[config.mk]
export PLATFORM = sky130hd
export DESIGN_NAME = bba_ctrl
export DESIGN_NICKNAME = d
export VERILOG_FILES = /design/src/rtl/bba_pkg.sv /design/src/rtl/bba_ctrl.sv
export SDC_FILE = /design/constraint.sdc
export NUM_CORES = 1
export LEC_CHECK = 0
export BUFFER_PORTS_ARGS = -buffer_cell sky130_fd_sc_hd__buf_2
export CAP_MARGIN = 40
export CORE_MARGIN = 8
export CORE_UTILIZATION = 43
export CTS_BUF_LIST = sky130_fd_sc_hd__clkbuf_4 sky130_fd_sc_hd__clkbuf_8
export CTS_CLUSTER_SIZE = 25
export DETAILED_ROUTE_END_ITERATION = 12
export PLACE_DENSITY = 0.86
export SYNTH_ARGS = -nofsm -noshare
export SYNTH_HDL_FRONTEND = slang
export SYNTH_SLANG_ARGS = --single-unit
[constraint.sdc]
create_clock -name clk -period 1.6 [get_ports clk]
set_input_delay 0.24 -clock clk [delete_from_list [all_inputs] [get_ports clk]]
set_output_delay 0.24 -clock clk [all_outputs]
set_load 0.1 [all_outputs]
[src/rtl/bba_pkg.sv]
// Shared constants and controller/datapath signal groups for the buddy allocator.
package bba_pkg;

    localparam int WORD_W     = 32;
    localparam int WORD_IDX_W = 5;
    localparam int HDR_BYTES  = 4;

    localparam logic CMD_ALLOC = 1'b0;
    localparam logic CMD_FREE  = 1'b1;

    localparam logic [1:0] ST_DONE     = 2'd0;
    localparam logic [1:0] ST_NOSPACE  = 2'd1;
    localparam logic [1:0] ST_NOTALLOC = 2'd2;

    typedef struct packed {
        logic       accept;
        logic       clr_wr;
        logic       clr_inc;
        logic       rd;
        logic       sel_scan;
        logic       lvl_load_k;
        logic       lvl_load_leaf;
        logic       lvl_dec;
        logic       lvl_inc;
        logic       row_clr;
        logic       row_inc;
        logic       off_found;
        logic       off_merge;
        logic       first_set;
        logic       first_clr;
        logic       wr_walk;
        logic       wr_merge;
        logic       res_load;
        logic       res_addr_sel;
        logic [1:0] res_status;
    } dp_ctrl_t;

    typedef struct packed {
        logic clr_done;
        logic is_free;
        logic too_big;
        logic oob;
        logic hit;
        logic last_row;
        logic lvl_zero;
        logic lvl_at_k;
        logic misaligned;
        logic busy_hit;
        logic sib_free;
        logic out_full;
    } dp_stat_t;

endpackage

[src/rtl/bba_ctrl.sv]
// Controller: sequences clearing pass, free-block search, split walk and merge.
module bba_ctrl (
    input  logic               clk,
    input  logic               rst_n,
    input  logic               in_valid,
    output logic               in_ready,
    input  bba_pkg::dp_stat_t  stat,
    output bba_pkg::dp_ctrl_t  ctrl
);

    localparam logic [3:0] S_CLEAR = 4'd0;
    localparam logic [3:0] S_IDLE  = 4'd1;
    localparam logic [3:0] S_START = 4'd2;
    localparam logic [3:0] S_A_RD  = 4'd3;
    localparam logic [3:0] S_A_CHK = 4'd4;
    localparam logic [3:0] S_W_RD  = 4'd5;
    localparam logic [3:0] S_W_WR  = 4'd6;
    localparam logic [3:0] S_F_RD  = 4'd7;
    localparam logic [3:0] S_F_CHK = 4'd8;
    localparam logic [3:0] S_M_RD  = 4'd9;
    localparam logic [3:0] S_M_WR  = 4'd10;
    localparam logic [3:0] S_FIN   = 4'd11;

    logic [3:0] state_reg;
    logic [3:0] state_next;
    logic [1:0] code_reg;
    logic [1:0] code_next;
    logic       asel_reg;
    logic       asel_next;

    always_comb
    begin
        ctrl       = '0;
        in_ready   = 1'b0;
        state_next = state_reg;
        code_next  = code_reg;
        asel_next  = asel_reg;
        ctrl.res_status   = code_reg;
        ctrl.res_addr_sel = asel_reg;
        case (state_reg)
            S_CLEAR:
            begin
                ctrl.clr_wr  = 1'b1;
                ctrl.clr_inc = 1'b1;
                if (stat.clr_done)
                    state_next = S_IDLE;
            end
            S_IDLE:
            begin
                in_ready = 1'b1;
                if (in_valid)
                begin
                    ctrl.accept = 1'b1;
                    state_next  = S_START;
                end
            end
            S_START:
            begin
                asel_next = 1'b0;
                if (!stat.is_free)
                begin
                    if (stat.too_big)
                    begin
                        code_next  = bba_pkg::ST_NOSPACE;
                        state_next = S_FIN;
                    end
                    else
                    begin
                        ctrl.lvl_load_k = 1'b1;
                        ctrl.row_clr    = 1'b1;
                        state_next      = S_A_RD;
                    end
                end
                else if (stat.oob)
                begin
                    code_next  = bba_pkg::ST_NOTALLOC;
                    state_next = S_FIN;
                end
                else
                begin
                    ctrl.lvl_load_leaf = 1'b1;
                    state_next         = S_F_RD;
                end
            end
            S_A_RD:
            begin
                ctrl.rd       = 1'b1;
                ctrl.sel_scan = 1'b1;
                state_next    = S_A_CHK;
            end
            S_A_CHK:
            begin
                if (stat.hit)
                begin
                    ctrl.off_found = 1'b1;
                    ctrl.first_set = 1'b1;
                    state_next     = S_W_RD;
                end
                else if (stat.last_row)
                begin
                    if (stat.lvl_zero)
                    begin
                        code_next  = bba_pkg::ST_NOSPACE;
                        state_next = S_FIN;
                    end
                    else
                    begin
                        ctrl.lvl_dec = 1'b1;
                        ctrl.row_clr = 1'b1;
                        state_next   = S_A_RD;
                    end
                end
                else
                begin
                    ctrl.row_inc = 1'b1;
                    state_next   = S_A_RD;
                end
            end
            S_W_RD:
            begin
                ctrl.rd    = 1'b1;
                state_next = S_W_WR;
            end
            S_W_WR:
            begin
                ctrl.wr_walk   = 1'b1;
                ctrl.first_clr = 1'b1;
                if (stat.lvl_at_k)
                begin
                    code_next  = bba_pkg::ST_DONE;
                    asel_next  = 1'b1;
                    state_next = S_FIN;
                end
                else
                begin
                    ctrl.lvl_inc = 1'b1;
                    state_next   = S_W_RD;
                end
            end
            S_F_RD:
            begin
                ctrl.rd    = 1'b1;
                state_next = S_F_CHK;
            end
            S_F_CHK:
            begin
                if (stat.misaligned)
                begin
                    code_next  = bba_pkg::ST_NOTALLOC;
                    state_next = S_FIN;
                end
                else if (stat.busy_hit)
                    state_next = S_M_RD;
                else if (stat.lvl_zero)
                begin
                    code_next  = bba_pkg::ST_NOTALLOC;
                    state_next = S_FIN;
                end
                else
                begin
                    ctrl.lvl_dec = 1'b1;
                    state_next   = S_F_RD;
                end
            end
            S_M_RD:
            begin
                ctrl.rd    = 1'b1;
                state_next = S_M_WR;
            end
            S_M_WR:
            begin
                ctrl.wr_merge = 1'b1;
                if (!stat.lvl_zero && stat.sib_free)
                begin
                    ctrl.off_merge = 1'b1;
                    ctrl.lvl_dec   = 1'b1;
                    state_next     = S_M_RD;
                end
                else
                begin
                    code_next  = bba_pkg::ST_DONE;
                    state_next = S_FIN;
                end
            end
            S_FIN:
            begin
                if (!stat.out_full)
                begin
                    ctrl.res_load = 1'b1;
                    state_next    = S_IDLE;
                end
            end
            default:
            begin
                state_next = S_CLEAR;
            end
        endcase
    end

    always_ff @(posedge clk or negedge rst_n)
    begin
        if (!rst_n)
        begin
            state_reg <= S_CLEAR;
            code_reg  <= bba_pkg::ST_DONE;
            asel_reg  <= 1'b0;
        end
        else
        begin
            state_reg <= state_next;
            code_reg  <= code_next;
            asel_reg  <= asel_next;
        end
    end

    a_load_free_slot: assert property (@(posedge clk) disable iff (!rst_n)
        ctrl.res_load |-> !stat.out_full)
        else $error("result loaded over a pending item");
    a_no_accept_clear: assert property (@(posedge clk) disable iff (!rst_n)
        state_reg == S_CLEAR |-> !in_ready)
        else $error("item accepted during clearing pass");
    a_merge_rmw: assert property (@(posedge clk) disable iff (!rst_n)
        ctrl.wr_merge |-> $past(ctrl.rd))
        else $error("merge write without preceding read");
    a_walk_bound: assert property (@(posedge clk) disable iff (!rst_n)
        ctrl.lvl_inc |-> !stat.lvl_at_k)
        else $error("split walk past target level");
    a_accept_start: assert property (@(posedge clk) disable iff (!rst_n)
        ctrl.accept |=> state_reg == S_START)
        else $error("accept did not start a request");

endmodule

==> results.md, run 1 <==
* Final Wtd Congestion at 1.04
* Hold buffers post-CTS at 1
* PortBufs at 36
* Initial Util at 0.463
* Post-cts resize count at 53
* Synthesized area at about 820 um2
* Placed inst area at around 1600 um2
* Die Height at between 50 and 60 um
* Status: aborted with a tool error
* Detail Placement HPWL at roughly 3000 um
* Seq/Total Area, Yosys at 0.214
* I/O Pins at 37
* Most used DFF post-synth: dfrtp_1
* Halt Reason: [ERROR DPL-0038] Utilization greater than 100%, impossible to legalize
* Synth warnings at 0
* Die width at about 60 um
* Syn nets at roughly 120
* CTS max path bufs at 2
* Post-Synthesis Cells at about 110
* Syn Area/Cell at about 7.6 um2
* EDFF count, synth at 0
* CTS Root Buffer Type: clkbuf_4
* Post-synth ARST share at 1.00
* Post-CTS Setup Repair Bufs at 25
* # clock sinks at 7
* #FFs+latches synth at 7
* Htree depth at 1
* Placed instance count at between 150 and 200
* TritonCTS buffer count at 3
* Last stage reached: 4_1_cts
* Row cnt at 15
* Post-synthesis cell type count at 45
metrics by stage:
stage,TNS (ns),worst slack (ns)
after global placement,-0.585,-0.127
after detailed placement,-1.62,-0.222
after floorplan,-7.21,-1.08
cells in the mapped netlist, drive strengths merged (2+ instances only):
cell type   n  share of area
a21oi       4          0.025
a31oi       3          0.023
and2b       2          0.021
buf         9          0.089
clkbuf      3          0.014
dfrtp       7           0.21
inv         6          0.028
mux2        2          0.028
mux2i       3          0.037
nand2      15          0.075
nand2b      2          0.015
nand3       3          0.025
nor2        8          0.040
nor2b       3          0.032
nor3        7          0.049
nor4        4          0.038
o211ai      2          0.018
o21ai       5          0.031
o22ai       3          0.023
o41ai       2          0.031
cell families after synthesis:
kind of cell | after synthesis | synth area share
buffers and inverters | 18 | 0.130
AND/OR/NAND/NOR | 49 | 0.337
flip-flops | 7 | 0.214
AO/OA/AOI/OAI | 26 | 0.233
XOR/XNOR | 2 | 0.0214
multiplexers | 5 | 0.0643
==> run 2: changes to the inputs <==
Settings changed: CORE_AREA from default to 8 8 69 71, CORE_MARGIN 8 to default, CORE_UTILIZATION 43 to default, CTS_BUF_LIST sky130_fd_sc_hd__clkbuf_4 sky130_fd_sc_hd__clkbuf_8 to default, CTS_CLUSTER_SIZE 25 to default, DIE_AREA from default to 0 0 77 79, PLACE_DENSITY 0.86 to default, PLACE_DENSITY_LB_ADDON from default to 0.15.
Clock period 1.6 ns to 2.1 ns, I/O delays scaled along.
==> run 2 against run 1 <==
The flow now finishes, with violations (setup timing). Synthesized cell count is the same. Area after synthesis is the same.
==> results.md, run 2 <==
* Share of cells above drive strength 1 at 0.545
* Initial Util at 0.215
* Post-Synthesis Cells at around 110
* GRT Total Usage at 0.0927
* CP Class: flop to output pin
* TritonCTS buffer count at 3
* Most used DFF post-synth: dfrtp_1
* CP peak stage delay at 0.45 ns
* # clock sinks at 7
* DP Worst Slack at 0.227 ns
* Synth top area share at 0.214
* Failing checks: setup timing
* Antenna-violating nets left at 0
* Die width at a little under 80 um
* RSZ-0062 raised after global routing: true
* Via count of the routed design at roughly 960
* Clock slew at reported path FFs at ~0.04 ns
* Fin crit share at 1.00
* Synth top area cells: dfrtp_1 (21%), nand2_1 (6.0%), buf_4 (5.5%)
* Synth warnings at 0
* Startpoint types: flop
* Die Height at 79 um
* Synth cell count leaders: nand2_1 (13), dfrtp_1 (7), nor2_1 (7)
* Die area at about 6100 um2
* Final Wtd Congestion at around 0.91
* Vias in the first global route at just under 1000
* F_max at between 0.4 and 0.5 GHz
* Htree depth at 1
* Worst Clk Skew at between 0.0015 and 0.002 ns
* Max-slew violations at 0
* Drt drc at 0
* Drt wl/cell at approximately 14 um
* Overflow after GRT at 0
* Synthesized area at about 820 um2
* CTS max path bufs at 2
* Most frequent cells in the layout: buf_12 (18), buf_4 (18), buf_2 (17)
* Post-synthesis cell type count at 45
* Status: complete, but fails checks
* Worst EP arrival at approximately 1.8 ns
* Top Family by Delay on Critical Path: simple AND/OR/NAND/NOR gates
* PortBufs at 36
* Detail Placement HPWL at 2460 um
* Largest area contributor in the netlist: dfrtp_1
* Hold WC Path Type: input pin to flop
* CP Capture Type: output pin
* Tmin final at roughly 2.1 ns
* Post-route setup slack at -0.00854 ns
* Required @ worst endpoint at ~1.8 ns
* Final setup fails at 1
* EDFF count, synth at 0
* Clock Latency Late Sink at ~0.22 ns
* Largest net degree at the start of global routing at 10
* CTS Root Buffer Type: clkbuf_8
* Nets@finish at 170
* WL final at between 2000 and 3000 um
* Global-route wire length before repair at 4690 um
* CP bufs+invs at 1
* #FFs+latches synth at 7
* Diodes inserted at 0
* Avg Vias per Cell at around 4.7
* Syn Area/Cell at approximately 7.6 um2
* TritonCTS clock tree: yes
* Post-synth ARST share at 1.00
* Seq/Total Area, Yosys at 0.214
* Slew Limit Headroom at 0.675
* Worst-Margin Slew at 0.490 ns
* TritonRoute pass-1 iters at 4
* FILL cells at 395
* Row cnt at 23
* Critical path's slowest cell: dfrtp_2
* DRT iter0 DRCs at 48
* Number of max-cap violations at 0
* Fin. Hold Viols at 0
* Layout area overhead at 91.3%
* CP max FO at 7
* Critical path, cell by cell: or2_4, nor3_4, nand2_2, o211ai_1, clkbuf_16
* Antenna violations before repair at 0
* I/O Pins at 37
* Core ar. at between 3000 and 4000 um2
* Max FFs per register at 4
* Syn nets at 122
* Most frequent cell after synthesis: nand2_1
run 2: cell counts after synthesis:
No cell type changed its count.
run 2: timing repair:
action,in CTS,in global routing
setup endpoints to repair,1,2
resized for setup,2,3
hold buffers,1,0
pin swaps,1,5
setup buffers,0,7
hold endpoints to repair,7,0
run 2: cell type report:
class | instances | area [um2] | area share
multi-input combinational | 82 | 634 | 0.406
timing repair buffer | 55 | 616 | 0.394
sequential | 7 | 179 | 0.114
tap | 50 | 62.6 | 0.0400
clock buffer | 4 | 45.0 | 0.0288
inverter | 6 | 26.3 | 0.0168
run 2: routing by layer:
layer  global-route usage  share of wire  up-vias  wire length, um
met5                    0              0        -                0
met4               0.0170              0        0                0
met3               0.0305          0.074        0              214
met2                0.159           0.49       36             1420
met1                0.112           0.43      449             1240
li1                     -              -      476                -
run 2: through the flow:
stage                     hold slack (ns)  cells  setup TNS [ns]  area (um2)   util
after floorplan                    0.0194    107           -2.89         923      -
after global placement              0.156    192               0        1440  0.380
after detailed placement            0.156    192               0        1440  0.380
after CTS                           0.387    197               0        1500  0.395
after global routing                0.416    204         -0.0886        1560  0.411
final                               0.394    204        -0.00854        1560  0.411
run 2: path summary, 6_finish.rpt:
| check | start | endpoint | depth (start not counted) | slack, ns |
|---|---|---|---|---|
| min in group asynchronous | rst_n | asel_reg$_DFFE_PN0P_ | 2 | 0.46 |
| max in group asynchronous | rst_n | state_reg[1]$_DFFE_PN0P_ | 2 | 1.47 |
| max reg2reg | state_reg[1]$_DFFE_PN0P_ | code_reg[1]$_DFFE_PN0P_ | 7 | 0.18 |
| min | stat[2] | state_reg[3]$_DFFE_PN0P_ | 3 | 0.39 |
| min reg2reg | code_reg[0]$_DFFE_PN0P_ | code_reg[0]$_DFFE_PN0P_ | 1 | 0.48 |
| max | state_reg[1]$_DFFE_PN0P_ | ctrl[13] | 5 | -0.009 |
run 2: cell families after synthesis:
family / synth area share
AO/OA/AOI/OAI: 0.233
XOR/XNOR: 0.0214
buffers and inverters: 0.130
flip-flops: 0.214
multiplexers: 0.0643
AND/OR/NAND/NOR: 0.337
run 2: tightest hold or removal path, stage by stage:
cell     delay (ns)
buf_2          0.12
o41ai_1        0.08
nand2_1        0.06
Power of run 2 is left out: the tool's default activity adds up to more than one toggle a clock period on the data nets, which glitch-free logic cannot reach.
